<file path="config.mk">
export PLATFORM = sky130hd
export DESIGN_NAME = cartridge_bank_controller_unit
export DESIGN_NICKNAME = d
export VERILOG_FILES = /design/src/rtl/core/cbc_pkg.sv /design/src/rtl/core/cbc_nibble_ram.sv /design/src/rtl/core/cartridge_bank_controller_unit.sv
export SDC_FILE = /design/constraint.sdc
export NUM_CORES = 2
export LEC_CHECK = 0
export BUFFER_PORTS_ARGS = -buffer_cell sky130_fd_sc_hd__buf_2
export CAP_MARGIN = 20
export CORE_MARGIN = 4
export CORE_UTILIZATION = 55
export DETAILED_ROUTE_END_ITERATION = 8
export GPL_ROUTABILITY_DRIVEN = 0
export GPL_TIMING_DRIVEN = 0
export PLACE_DENSITY = 0.71
export SLEW_MARGIN = 30
export SYNTH_ARGS = -nofsm -noshare
export SYNTH_HDL_FRONTEND = slang
export SYNTH_SLANG_ARGS = --single-unit
</file>
<file path="constraint.sdc">
create_clock -name clk -period 13.75 [get_ports clk]
set_input_delay 1.375 -clock clk [delete_from_list [all_inputs] [get_ports clk]]
set_output_delay 1.375 -clock clk [all_outputs]
set_load 0.01 [all_outputs]
</file>
<file path="src/rtl/core/cbc_pkg.sv">
`timescale 1ns / 1ps
`default_nettype none

package cbc_pkg;

	// nibble ram geometry
	localparam int NIB_DEPTH  = 512;
	localparam int NIB_AW     = $clog2(NIB_DEPTH);

	// largest rom bank count the select logic honors
	localparam int MAX_ROM_BANKS = 128;
	localparam logic [6:0] MAX_BANK_MASK = 7'(MAX_ROM_BANKS - 1);

	// controller kinds
	localparam logic [1:0] KIND_MBC1 = 2'd0;
	localparam logic [1:0] KIND_MBC2 = 2'd1;
	localparam logic [1:0] KIND_MBC3 = 2'd2;

	// configuration register indexes
	localparam logic CFG_KIND       = 1'b0;
	localparam logic CFG_BANK_COUNT = 1'b1;

	// result targets
	localparam logic [2:0] TGT_ROM    = 3'd0;
	localparam logic [2:0] TGT_EXRAM  = 3'd1;
	localparam logic [2:0] TGT_NIBBLE = 3'd2;
	localparam logic [2:0] TGT_OTHER  = 3'd3;
	localparam logic [2:0] TGT_NONE   = 3'd4;

	// source of the read data byte
	typedef enum logic [1:0] {
		RD_ZERO,
		RD_ONES,
		RD_NIBBLE
	} rd_kind_t;

	typedef struct packed {
		logic        op;
		logic [15:0] address;
		logic [7:0]  data;
	} req_t;

	typedef struct packed {
		logic [2:0]  target;
		logic [20:0] phys_addr;
		logic        is_write;
		logic [7:0]  read_data;
	} rsp_t;

endpackage

`default_nettype wire

</file>
<file path="src/rtl/core/cbc_nibble_ram.sv">
`timescale 1ns / 1ps
`default_nettype none

module cbc_nibble_ram
	import cbc_pkg::*;
(
	input  wire logic              clk,
	input  wire logic              arst_n,
	input  wire logic              en,
	input  wire logic              we,
	input  wire logic [NIB_AW-1:0] addr,
	input  wire logic [3:0]        wdata,
	output logic      [3:0]        rdata,
	output logic                   busy
);

	logic [3:0]        mem [NIB_DEPTH];
	logic [NIB_AW-1:0] clr_idx_q;
	logic              clr_busy_q;
	logic [3:0]        rdata_q;

	// clearing sweep after reset, one entry a cycle
	always_ff @(posedge clk or negedge arst_n) begin
		if (!arst_n) begin
			clr_busy_q <= 1'b1;
			clr_idx_q  <= '0;
		end else if (clr_busy_q) begin
			clr_idx_q <= clr_idx_q + 1'b1;
			if (clr_idx_q == NIB_AW'(NIB_DEPTH - 1)) begin
				clr_busy_q <= 1'b0;
			end
		end
	end

	// write port, shared by the sweep and item writes
	always_ff @(posedge clk) begin
		if (clr_busy_q) begin
			mem[clr_idx_q] <= 4'h0;
		end else if (en && we) begin
			mem[addr] <= wdata;
		end
	end

	// registered read, held until the next read
	always_ff @(posedge clk) begin
		if (en && !we) begin
			rdata_q <= mem[addr];
		end
	end

	assign rdata = rdata_q;
	assign busy  = clr_busy_q;

endmodule

`default_nettype wire

</file>
<file path="src/rtl/core/cartridge_bank_controller_unit.sv">
`timescale 1ns / 1ps
`default_nettype none

// Bank controller for MBC1, MBC2 and MBC3 style cartridges.
// The req channel carries one CPU bus access per item (op, address, data);
// the rsp channel returns one item per access: target region, physical
// ROM or external RAM address, write flag and read data byte.
// Writes below 0x8000 update the bank registers when the item is accepted,
// so the next item already sees the new banking.
// rsp_valid rises once the item has passed stage one into the output register;
// the result is held there until taken. One item is taken every cycle while
// req_stall is low; the MBC2 nibble RAM is a single port memory read or written
// once per item, and its registered read sets the two stage depth.
// A stalled rsp holds its item in the output register; the first stage can
// still take one item, and req_stall rises once both stages are full.
// After reset the nibble RAM is swept to zero, one entry a cycle, over all 512
// entries; req_stall stays high during the sweep. Configuration writes
// (cfg_we, cfg_index, cfg_data) are taken at any time, reset leaves the
// MBC3 kind and 128 banks selected.
module cartridge_bank_controller_unit
	import cbc_pkg::*;
(
	input  wire logic       clk,
	input  wire logic       arst_n,
	input  wire logic       cfg_we,
	input  wire logic       cfg_index,
	input  wire logic [7:0] cfg_data,
	input  wire logic       req_valid,
	output logic            req_stall,
	input  wire req_t       req,
	output logic            rsp_valid,
	input  wire logic       rsp_stall,
	output rsp_t            rsp
);

	logic [1:0] kind_q;
	logic [7:0] count_q;
	logic [6:0] rom_low_q;
	logic [1:0] ram_bank_q;
	logic [1:0] ram_latch_q;
	logic [1:0] rom_high_q;
	logic [1:0] high_latch_q;
	logic       mode_q;
	logic       ram_en_q;

	logic [6:0] rom_low_d;
	logic [1:0] ram_bank_d;
	logic [1:0] ram_latch_d;
	logic [1:0] rom_high_d;
	logic [1:0] high_latch_d;
	logic       mode_d;
	logic       ram_en_d;

	logic [7:0] count_m1;
	logic [6:0] mask;
	logic       acc;
	logic       adv1;
	logic       adv2;
	logic       is_mbc1;
	logic       is_mbc2;
	logic       enable_code;
	logic [6:0] rom_bank;

	logic [2:0]  tgt_c;
	logic [20:0] phys_c;
	logic        isw_c;
	rd_kind_t    rdk_c;
	logic        nib_en;
	logic        nib_we;
	logic [3:0]  nib_rdata;
	logic        nib_busy;

	logic        v_s1;
	logic [2:0]  tgt_s1;
	logic [20:0] phys_s1;
	logic        isw_s1;
	rd_kind_t    rdk_s1;
	logic        v_s2;
	rsp_t        rsp_s2;

	function automatic logic [6:0] pick_bank(input logic [6:0] v, input logic [6:0] m);
		logic [6:0] b;
		b = (v == 7'd0) ? 7'd1 : v;
		return b & m;
	endfunction

	// bank mask from the configured count
	assign count_m1 = count_q - 8'd1;
	assign mask     = count_m1[6:0] & MAX_BANK_MASK;
	assign is_mbc1  = (kind_q == KIND_MBC1);
	assign is_mbc2  = (kind_q == KIND_MBC2);
	assign enable_code = (req.data[3:0] == 4'hA);

	// handshake
	assign adv2      = !v_s2 || !rsp_stall;
	assign adv1      = !v_s1 || adv2;
	assign req_stall = nib_busy || !adv1;
	assign acc       = req_valid && !req_stall;

	// switchable rom bank
	always_comb begin
		rom_bank = rom_low_q;
		if (is_mbc1) begin
			rom_bank = rom_low_q | {rom_high_q, 5'd0};
		end
		rom_bank = rom_bank & mask;
	end

	// access decode and register update
	always_comb begin
		tgt_c        = TGT_NONE;
		phys_c       = '0;
		isw_c        = 1'b0;
		rdk_c        = RD_ZERO;
		nib_en       = 1'b0;
		nib_we       = 1'b0;
		rom_low_d    = rom_low_q;
		ram_bank_d   = ram_bank_q;
		ram_latch_d  = ram_latch_q;
		rom_high_d   = rom_high_q;
		high_latch_d = high_latch_q;
		mode_d       = mode_q;
		ram_en_d     = ram_en_q;
		if (!req.address[15]) begin
			if (req.op) begin
				if (is_mbc2) begin
					if (!req.address[14]) begin
						if (!req.address[8]) begin
							ram_en_d = enable_code;
						end else begin
							rom_low_d = pick_bank({3'd0, req.data[3:0]}, mask);
						end
					end
				end else begin
					case (req.address[14:13])
						2'b00: ram_en_d = enable_code;
						2'b01: begin
							if (is_mbc1) begin
								rom_low_d = pick_bank({2'd0, req.data[4:0]}, mask);
							end else begin
								rom_low_d = pick_bank(req.data[6:0], mask);
							end
						end
						2'b10: begin
							if (!is_mbc1) begin
								ram_bank_d = req.data[1:0];
							end else if (!mode_q) begin
								rom_high_d   = req.data[1:0];
								high_latch_d = req.data[1:0];
							end else begin
								ram_bank_d  = req.data[1:0];
								ram_latch_d = req.data[1:0];
							end
						end
						default: begin
							if (is_mbc1) begin
								mode_d = req.data[0];
								if (!req.data[0]) begin
									ram_bank_d = 2'd0;
									rom_high_d = high_latch_q;
								end else begin
									rom_high_d = 2'd0;
									ram_bank_d = ram_latch_q;
								end
							end
						end
					endcase
				end
			end else if (!req.address[14]) begin
				tgt_c  = TGT_ROM;
				phys_c = {5'd0, req.address};
			end else begin
				tgt_c  = TGT_ROM;
				phys_c = {rom_bank, req.address[13:0]};
			end
		end else if (req.address[15:13] == 3'b101) begin
			if (!ram_en_q) begin
				rdk_c = req.op ? RD_ZERO : RD_ONES;
			end else if (is_mbc2) begin
				if (req.address[12:9] == 4'd0) begin
					tgt_c  = TGT_NIBBLE;
					nib_en = 1'b1;
					nib_we = req.op;
					isw_c  = req.op;
					rdk_c  = req.op ? RD_ZERO : RD_NIBBLE;
				end
			end else begin
				tgt_c  = TGT_EXRAM;
				phys_c = {6'd0, ram_bank_q, req.address[12:0]};
				isw_c  = req.op;
			end
		end else begin
			tgt_c = TGT_OTHER;
			isw_c = req.op;
		end
	end

	// configuration registers
	always_ff @(posedge clk or negedge arst_n) begin
		if (!arst_n) begin
			kind_q  <= KIND_MBC3;
			count_q <= 8'd128;
		end else if (cfg_we) begin
			unique case (cfg_index)
				CFG_KIND:       kind_q  <= cfg_data[1:0];
				CFG_BANK_COUNT: count_q <= cfg_data;
				default: ;
			endcase
		end
	end

	// bank registers
	always_ff @(posedge clk or negedge arst_n) begin
		if (!arst_n) begin
			rom_low_q    <= 7'd1;
			ram_bank_q   <= 2'd0;
			ram_latch_q  <= 2'd0;
			rom_high_q   <= 2'd0;
			high_latch_q <= 2'd0;
			mode_q       <= 1'b0;
			ram_en_q     <= 1'b0;
		end else if (acc) begin
			rom_low_q    <= rom_low_d;
			ram_bank_q   <= ram_bank_d;
			ram_latch_q  <= ram_latch_d;
			rom_high_q   <= rom_high_d;
			high_latch_q <= high_latch_d;
			mode_q       <= mode_d;
			ram_en_q     <= ram_en_d;
		end
	end

	cbc_nibble_ram u_nib (
		.clk   (clk),
		.arst_n(arst_n),
		.en    (acc && nib_en),
		.we    (nib_we),
		.addr  (req.address[NIB_AW-1:0]),
		.wdata (req.data[3:0]),
		.rdata (nib_rdata),
		.busy  (nib_busy)
	);

	// stage one: decoded item alongside the memory read
	always_ff @(posedge clk or negedge arst_n) begin
		if (!arst_n) begin
			v_s1 <= 1'b0;
		end else if (adv1) begin
			v_s1 <= acc;
		end
	end

	always_ff @(posedge clk) begin
		if (acc) begin
			tgt_s1  <= tgt_c;
			phys_s1 <= phys_c;
			isw_s1  <= isw_c;
			rdk_s1  <= rdk_c;
		end
	end

	// stage two: output register
	always_ff @(posedge clk or negedge arst_n) begin
		if (!arst_n) begin
			v_s2 <= 1'b0;
		end else if (adv2) begin
			v_s2 <= v_s1;
		end
	end

	always_ff @(posedge clk) begin
		if (adv2 && v_s1) begin
			rsp_s2.target    <= tgt_s1;
			rsp_s2.phys_addr <= phys_s1;
			rsp_s2.is_write  <= isw_s1;
			case (rdk_s1)
				RD_ONES:   rsp_s2.read_data <= 8'hFF;
				RD_NIBBLE: rsp_s2.read_data <= {4'h0, nib_rdata};
				default:   rsp_s2.read_data <= 8'h00;
			endcase
		end
	end

	assign rsp_valid = v_s2;
	assign rsp       = rsp_s2;

endmodule

`default_nettype wire

</file>
# [Word-level counts from Yosys, hierarchy flattened]
# Memories as Yosys holds them, arrays and structs flattened. A register that Yosys moved wholly into a read port is not among the register bits.
# Cells that the tools add are included.
[word_totals] reg_bits=98 ram_bits=2048 in_bits=39 out_inout_bits=35 wordCells=148 mem_count=1
[memory_table] name="u_nib.mem" words=512 word_bits=4 rd=1 rd_ports_with_merged_regs=1 wr=1 line_no="cbc_nibble_ram.sv:17" source="logic [3:0] mem [NIB_DEPTH];"
[classes] add_sub_neg=2 eq_ne=13 muxes=64 n_bitwise=11 reduce_logical=36
[op_table] operator="$mux 21" count=3
[op_table] operator="$mux 7" count=7
[op_table] operator="$mux 15" count=3
[op_table] operator="$reduce_and 7->1" count=4
[op_table] operator="$mux 1" count=26
[op_table] operator="$mux 2" count=12
[op_table] operator="$mux 3" count=6
[op_table] operator="$reduce_and 6->1" count=3
[op_table] operator="$pmux 8 s2" count=1
[op_table] operator="$and 7x7->7" count=2
[op_table] operator="$add 9x1->9 const B" count=1
[op_table] operator="$eq 9x9->1 const B" count=1
[op_table] operator="$mux 9" count=1
[op_table] operator="$logic_not 4->1" count=2
[op_table] operator="$mux 4" count=2
[op_table] operator="$ne 2x2->1 const B" count=4
[op_table] operator="$pmux 2 s2" count=2
[op_table] operator="$and 4x7->7" count=1
[op_table] operator="$and 5x7->7" count=1
[op_table] operator="$logic_not 7->1" count=1
[op_table] operator="$or 7x7->7" count=1
[op_table] operator="$sub 7x1->7 const B" count=1
[op_table] operator="$eq 2x1->1 const B" count=3
[op_table] operator="$logic_not 1->1" count=6
[op_table] operator="other kinds (15)" count=32

# [Depth between registers and ports, before layout]
[logic_depth] depth_word=14 mapped_depth=11 ltp_nobuf=7

# [Cells and area by module]
# From an unflattened synthesis, not the netlist that was laid out.
[unflattened] cells_unflattened=4726 hier_area_um2=85924.9
[by_module_without_submodules] mod="cbc_nibble_ram" instances=1 cells_per_inst=4482 area_each_um2=82437.8 seq_area_each_um2=61870.6
[by_module_without_submodules] mod="cartridge_bank_controller_unit" instances=1 cells_per_inst=244 area_each_um2=3487.1 seq_area_each_um2=2414.8

# [Worst setup path after synthesis]
# Ideal clock, no wire load.
[synth_path] kind="input-to-reg" startpoint="input port req[20] (netlist name)" endpoint="memory u_nib.mem[0][0], data pin" setup_time_ns=1.533 arrival_time_ns=8.765 t_required_ns=12.217 path_slack_ns=3.452 cell_stages=4 n_path_buf=0 path_cell_list="nor4_2 > nand4b_2 > nor3_2 > and2_1"
[synth_between] elab_chain_len=13 word_cells_on_any_way=18 cone_classes="mux: 14; reduce/logical: 4"
[synth_lines] item="start, declared" line_no="cartridge_bank_controller_unit.sv:30" source="input wire req_t req,"
[synth_lines] item="$logic_not 4->1 *" line_no="cartridge_bank_controller_unit.sv:180" source="if (req.address[12:9] == 4'd0) begin"
[synth_lines] item="$mux 1" line_no="cartridge_bank_controller_unit.sv:180"
[synth_lines] item="$mux 1" line_no="cartridge_bank_controller_unit.sv:179" source="end else if (is_mbc2) begin"
[synth_lines] item="$mux 1" line_no="cartridge_bank_controller_unit.sv:177" source="if (!ram_en_q) begin"
[synth_lines] item="$mux 1" line_no="cartridge_bank_controller_unit.sv:176" source="end else if (req.address[15:13] == 3'b101) begin"
[synth_lines] item="$mux 1" line_no="cartridge_bank_controller_unit.sv:124" source="if (!req.address[15]) begin"
[synth_lines] item="$logic_and 1x1->1" line_no="cartridge_bank_controller_unit.sv:236" source=".en (acc && nib_en),"
[synth_lines] item="$logic_and 1x1->1 *" line_no="cbc_nibble_ram.sv:39" source="end else if (en && we) begin"
[synth_lines] item="$mux 1 *" line_no="cbc_nibble_ram.sv:39"
[synth_lines] item="$mux 1 *" line_no="cbc_nibble_ram.sv:37" source="if (clr_busy_q) begin"
[synth_lines] item="$mux 1 (implied by the code) *" line_no="cbc_nibble_ram.sv:40" source="mem[addr] <= wdata;"
[synth_lines] item="$reduce_or 4->1 (no source line) *"
[synth_lines] item="$mux 4 (no source line) *"
[synth_lines] item="end, declared" line_no="cbc_nibble_ram.sv:17"
# Every way passes the cells marked *; elsewhere a longest branch is shown, timed or not.

==> summary.md <==
| Metric | Value |
|---|---|
| Iter 0 DRT Violations | 10200 |
| Kind of critical path | in2reg |
| Max frequency | around 180 MHz |
| Multi-input logic area | a little under 20000 µm² |
| Area Growth Syn to Fin | 12.4% |
| Cell Area, Placed | between 80000 and 90000 µm² |
| First-pass GRT wire length | approximately 380000 µm |
| Synthesized net count | ~4800 |
| Hold Vio Cnt, Final | 0 |
| Max Cap Violations | 0 |
| Netlist Area Pre-Place | roughly 86000 µm² |
| Vias | just over 50000 |
| Least-Margin Pin Slew | approximately 1.2 ns |
| Hold Path Sink | rsp[27] |
| DRT Wirelength | ~280000 µm |
| Worst Setup End Kind | register |
| Worst path slowest cell | nand3_1 |
| VDD IR-drop max | around 140 µV |
| Vias in the first global route | approximately 49000 |
| DRT Pass-1 Iters | 9 |
| Fin util | between 60% and 70% |
| Gr ovfl total | 0 |
| PortBufs | 65 |
| Sequential share of the synthesized area | between 70% and 80% |
| Worst Path Required | roughly 14 ns |
| Hold/Removal Path Class | reg2reg |
| Headroom to the max-slew limit | roughly 22% |
| H-tree levels | 4 |
| Pwr dens | between 100 and 150 nW/µm² |
| ANT nets after route | 0 |
| Ys flop type | edfxtp_1 |
| Final setup fails | 0 |
| Most frequent cells in the layout | edfxtp_1 (2109), nor2_1 (574), mux2i_1 (381) |
| Die Area | roughly 160000 µm² |
| Post-synthesis cell type count | 65 |
| Final nets | ~5100 |
| Yosys reg bits | 2147 |
| Total Routing Usage GR | between 30% and 40% |
| RSZ-0062 raised after global routing | no |
| Critical path, cell by cell | buf_2 > buf_2 > nor2b_1 > nand3_1 > clkbuf_1 > a21oi_1 > nor4_1 > nand4_1 > nand2_1 > o2111a_1 |
| Starting Density | between 50% and 60% |
| Period utilization | between 40% and 50% |
| Row count | between 100 and 150 |
| Pin count of the biggest net entering global routing | 70 |
| Synth Warn # | 0 |
| Crit-path max FO | 10 |
| Hold path startpoint | phys_s1[18] |
| Post_cts resized | 0 |
| Most common cell after layout, fill and taps aside | edfxtp_1 |
| Hold depth | 0 |
| Dpl hpwl | around 190000 µm |
| Status | finished, violations left |
| Share of layout cells above drive strength 1 | between 15 and 20% |
| Die height | 403 µm |
| I/O pins | 74 |
| Flop-to-flop setup slack | around 9.6 ns |
| DRC | 11 |
| Root Buffer | clkbuf_16 |
| Crit path top cell by count | buf_2 |
| Fillers | 10600 |
| Post-CTS Setup Repair Bufs | 0 |
| Clk buf depth | 3 |
| Register area | around 64000 µm² |
| Final Slew Violations | 0 |
| Critical path launch point type | input pin |
| Die width | roughly 400 µm |
| Later-pin clock latency in the skew report | between 0.8 and 0.9 ns |
| Number of synthesized flops with an enable pin | about 2100 |
| CTS clk-pin slew, worst paths | 0.06 ns |
| CTS tree | done |
| Vias per cell | 7.03 |
| Core area | between 150000 and 200000 µm² |
| Initial antenna violation count | 19 |
| Finished layout cell area | between 90000 and 100000 µm² |
| Drt wl/cell | slightly below 40 µm |
| WP data arrival | around 6.3 ns |
| Worst Clk Skew | between 0.05 and 0.06 ns |
| Hold Buf Count CTS | 0 |
| Avg Inst Size Synth | between 15 and 20 µm² |
| Clock Sinks | 2147 |
| Failing checks | DRC |
| Post-Synthesis Cells | 4706 |
| Reg2reg end | u_nib.mem[410][1] |
| Crit path largest cell delay | 0.99 ns |
| Tmin final | between 5 and 6 ns |
| RR Startpoint | rsp_valid |
| Async set-or-reset flop fraction in the synthesized netlist | between 1.5 and 2% |
| Cells on worst reg2reg path | 8 |
| Cts bufs inserted | about 210 |
| Leak | 30.2 nW |
[logic make-up (layout without fill, tap and decap cells)]
family / after synthesis / in the layout / share of synthesized area [%]
DFF: 2147 / 2147 / 75.0
and+or+nand+nor: 957 / 957 / 4.76
muxes: 735 / 735 / 13.5
AOI/OAI and AO/OA: 521 / 521 / 4.31
buffers and inverters: 329 / 823 / 2.20
xor gates and xnor gates: 12 / 12 / 0.123
adders and majority gates: 5 / 5 / 0.0730
other: 0 / 19 / 0
[cell type report]
cell class	count	area share (%)
tap	2044	2.65
clock inverter	130	1.15
multi-input combinational	2230	20.3
clock buffer	254	5.65
sequential	2147	66.7
buffer	315	1.99
inverter	14	0.0545
timing repair buffer	110	1.39
antenna	19	0.0494
[per-stage QoR]
step | hold slack, ns | setup TNS (ns) | instances | total power, mW | worst slack [ns]
after global routing | 0.427 | 0 | 7246 | 13.5 | 8.36
after floorplan | 0.400 | 0 | 4706 | 7.53 | 3.45
after CTS | 0.419 | 0 | 7243 | 13.2 | 8.90
after detailed placement | 0.407 | 0 | 6859 | 7.79 | 8.00
after global placement | 0.403 | -8873.58 | 6815 | 7.78 | -4.74
final | 0.419 | 0 | 7263 | 13.2 | 8.07
[critical path, delay by kind of cell]
family                 cells  cell delay, ns
buffers and inverters      3            1.32
and+or+nand+nor            5            2.76
AOI/OAI and AO/OA          2            0.78
[where the power goes]
part           total (mW)  switching (mW)  leakage, nW  internal, mW
combinational       0.559           0.403         7.52         0.155
sequential           7.12          0.0144         19.4          7.11
clock                5.57            2.45         3.20          3.12
[metal layers]
layer  up-vias  GRT usage [%]  routed length (µm)
met4        18           21.5               21900
met1     25700           44.0               93700
met3      1097           15.9               46200
met5         -          0.952                 366
met2      4683           48.3              119000
li1      19600              -                   -
[worst max-delay path by stage]
stage,from,end,cells past startpoint
2_1_floorplan,req[20],u_nib.mem[0][0],4
3_3_place_gp,req[20],u_nib.mem[74][0],5
3_5_place_dp,req[10],u_nib.rdata[3],10
4_1_cts,req[10],u_nib.rdata[3],10
5_1_grt,req[10],u_nib.rdata[0],10
6_report,req[10],u_nib.rdata[0],10
[flip-flops by register name (all words and copies together), names as in the netlist]
name	cells
u_nib.mem	2048
ram_en_q	1
kind_q	2
isw_s1	1
rom_low_q	7
mode_q	1
high_latch_q	2
rdk_s1	2
v_s1	1
ram_latch_q	2
rsp	30
rom_high_q	2
phys_s1	21
tgt_s1	3
count_q	7
rsp_valid	1
u_nib.busy	1
u_nib.clr_idx_q	9
u_nib.rdata	4
ram_bank_q	2
[synthesized netlist by cell type, drive strengths merged, types with 6 or more instances]
cell | instances | area (µm²)
a21oi | 103 | 515
a222oi | 8 | 80.1
a22oi | 19 | 143
a31oi | 16 | 100
and2 | 12 | 75.1
and3 | 10 | 62.6
buf | 190 | 1370
clkbuf | 125 | 469
dfrtp | 35 | 876
edfxtp | 2109 | 63300
inv | 14 | 52.6
mux2 | 19 | 214
mux2i | 381 | 3810
mux4 | 335 | 7540
nand2 | 168 | 663
nand2b | 9 | 56.3
nand3 | 49 | 245
nand3b | 9 | 67.6
nand4 | 15 | 93.8
nor2 | 576 | 2160
nor2b | 20 | 125
nor3 | 56 | 290
nor4 | 17 | 113
o21ai | 63 | 334
o221ai | 179 | 1570
o22ai | 84 | 526
o2bb2ai | 8 | 70.1
o31ai | 15 | 131
xnor2 | 6 | 52.6
xor2 | 6 | 52.6
No activity file was read; power rests on OpenSTA's default activity.
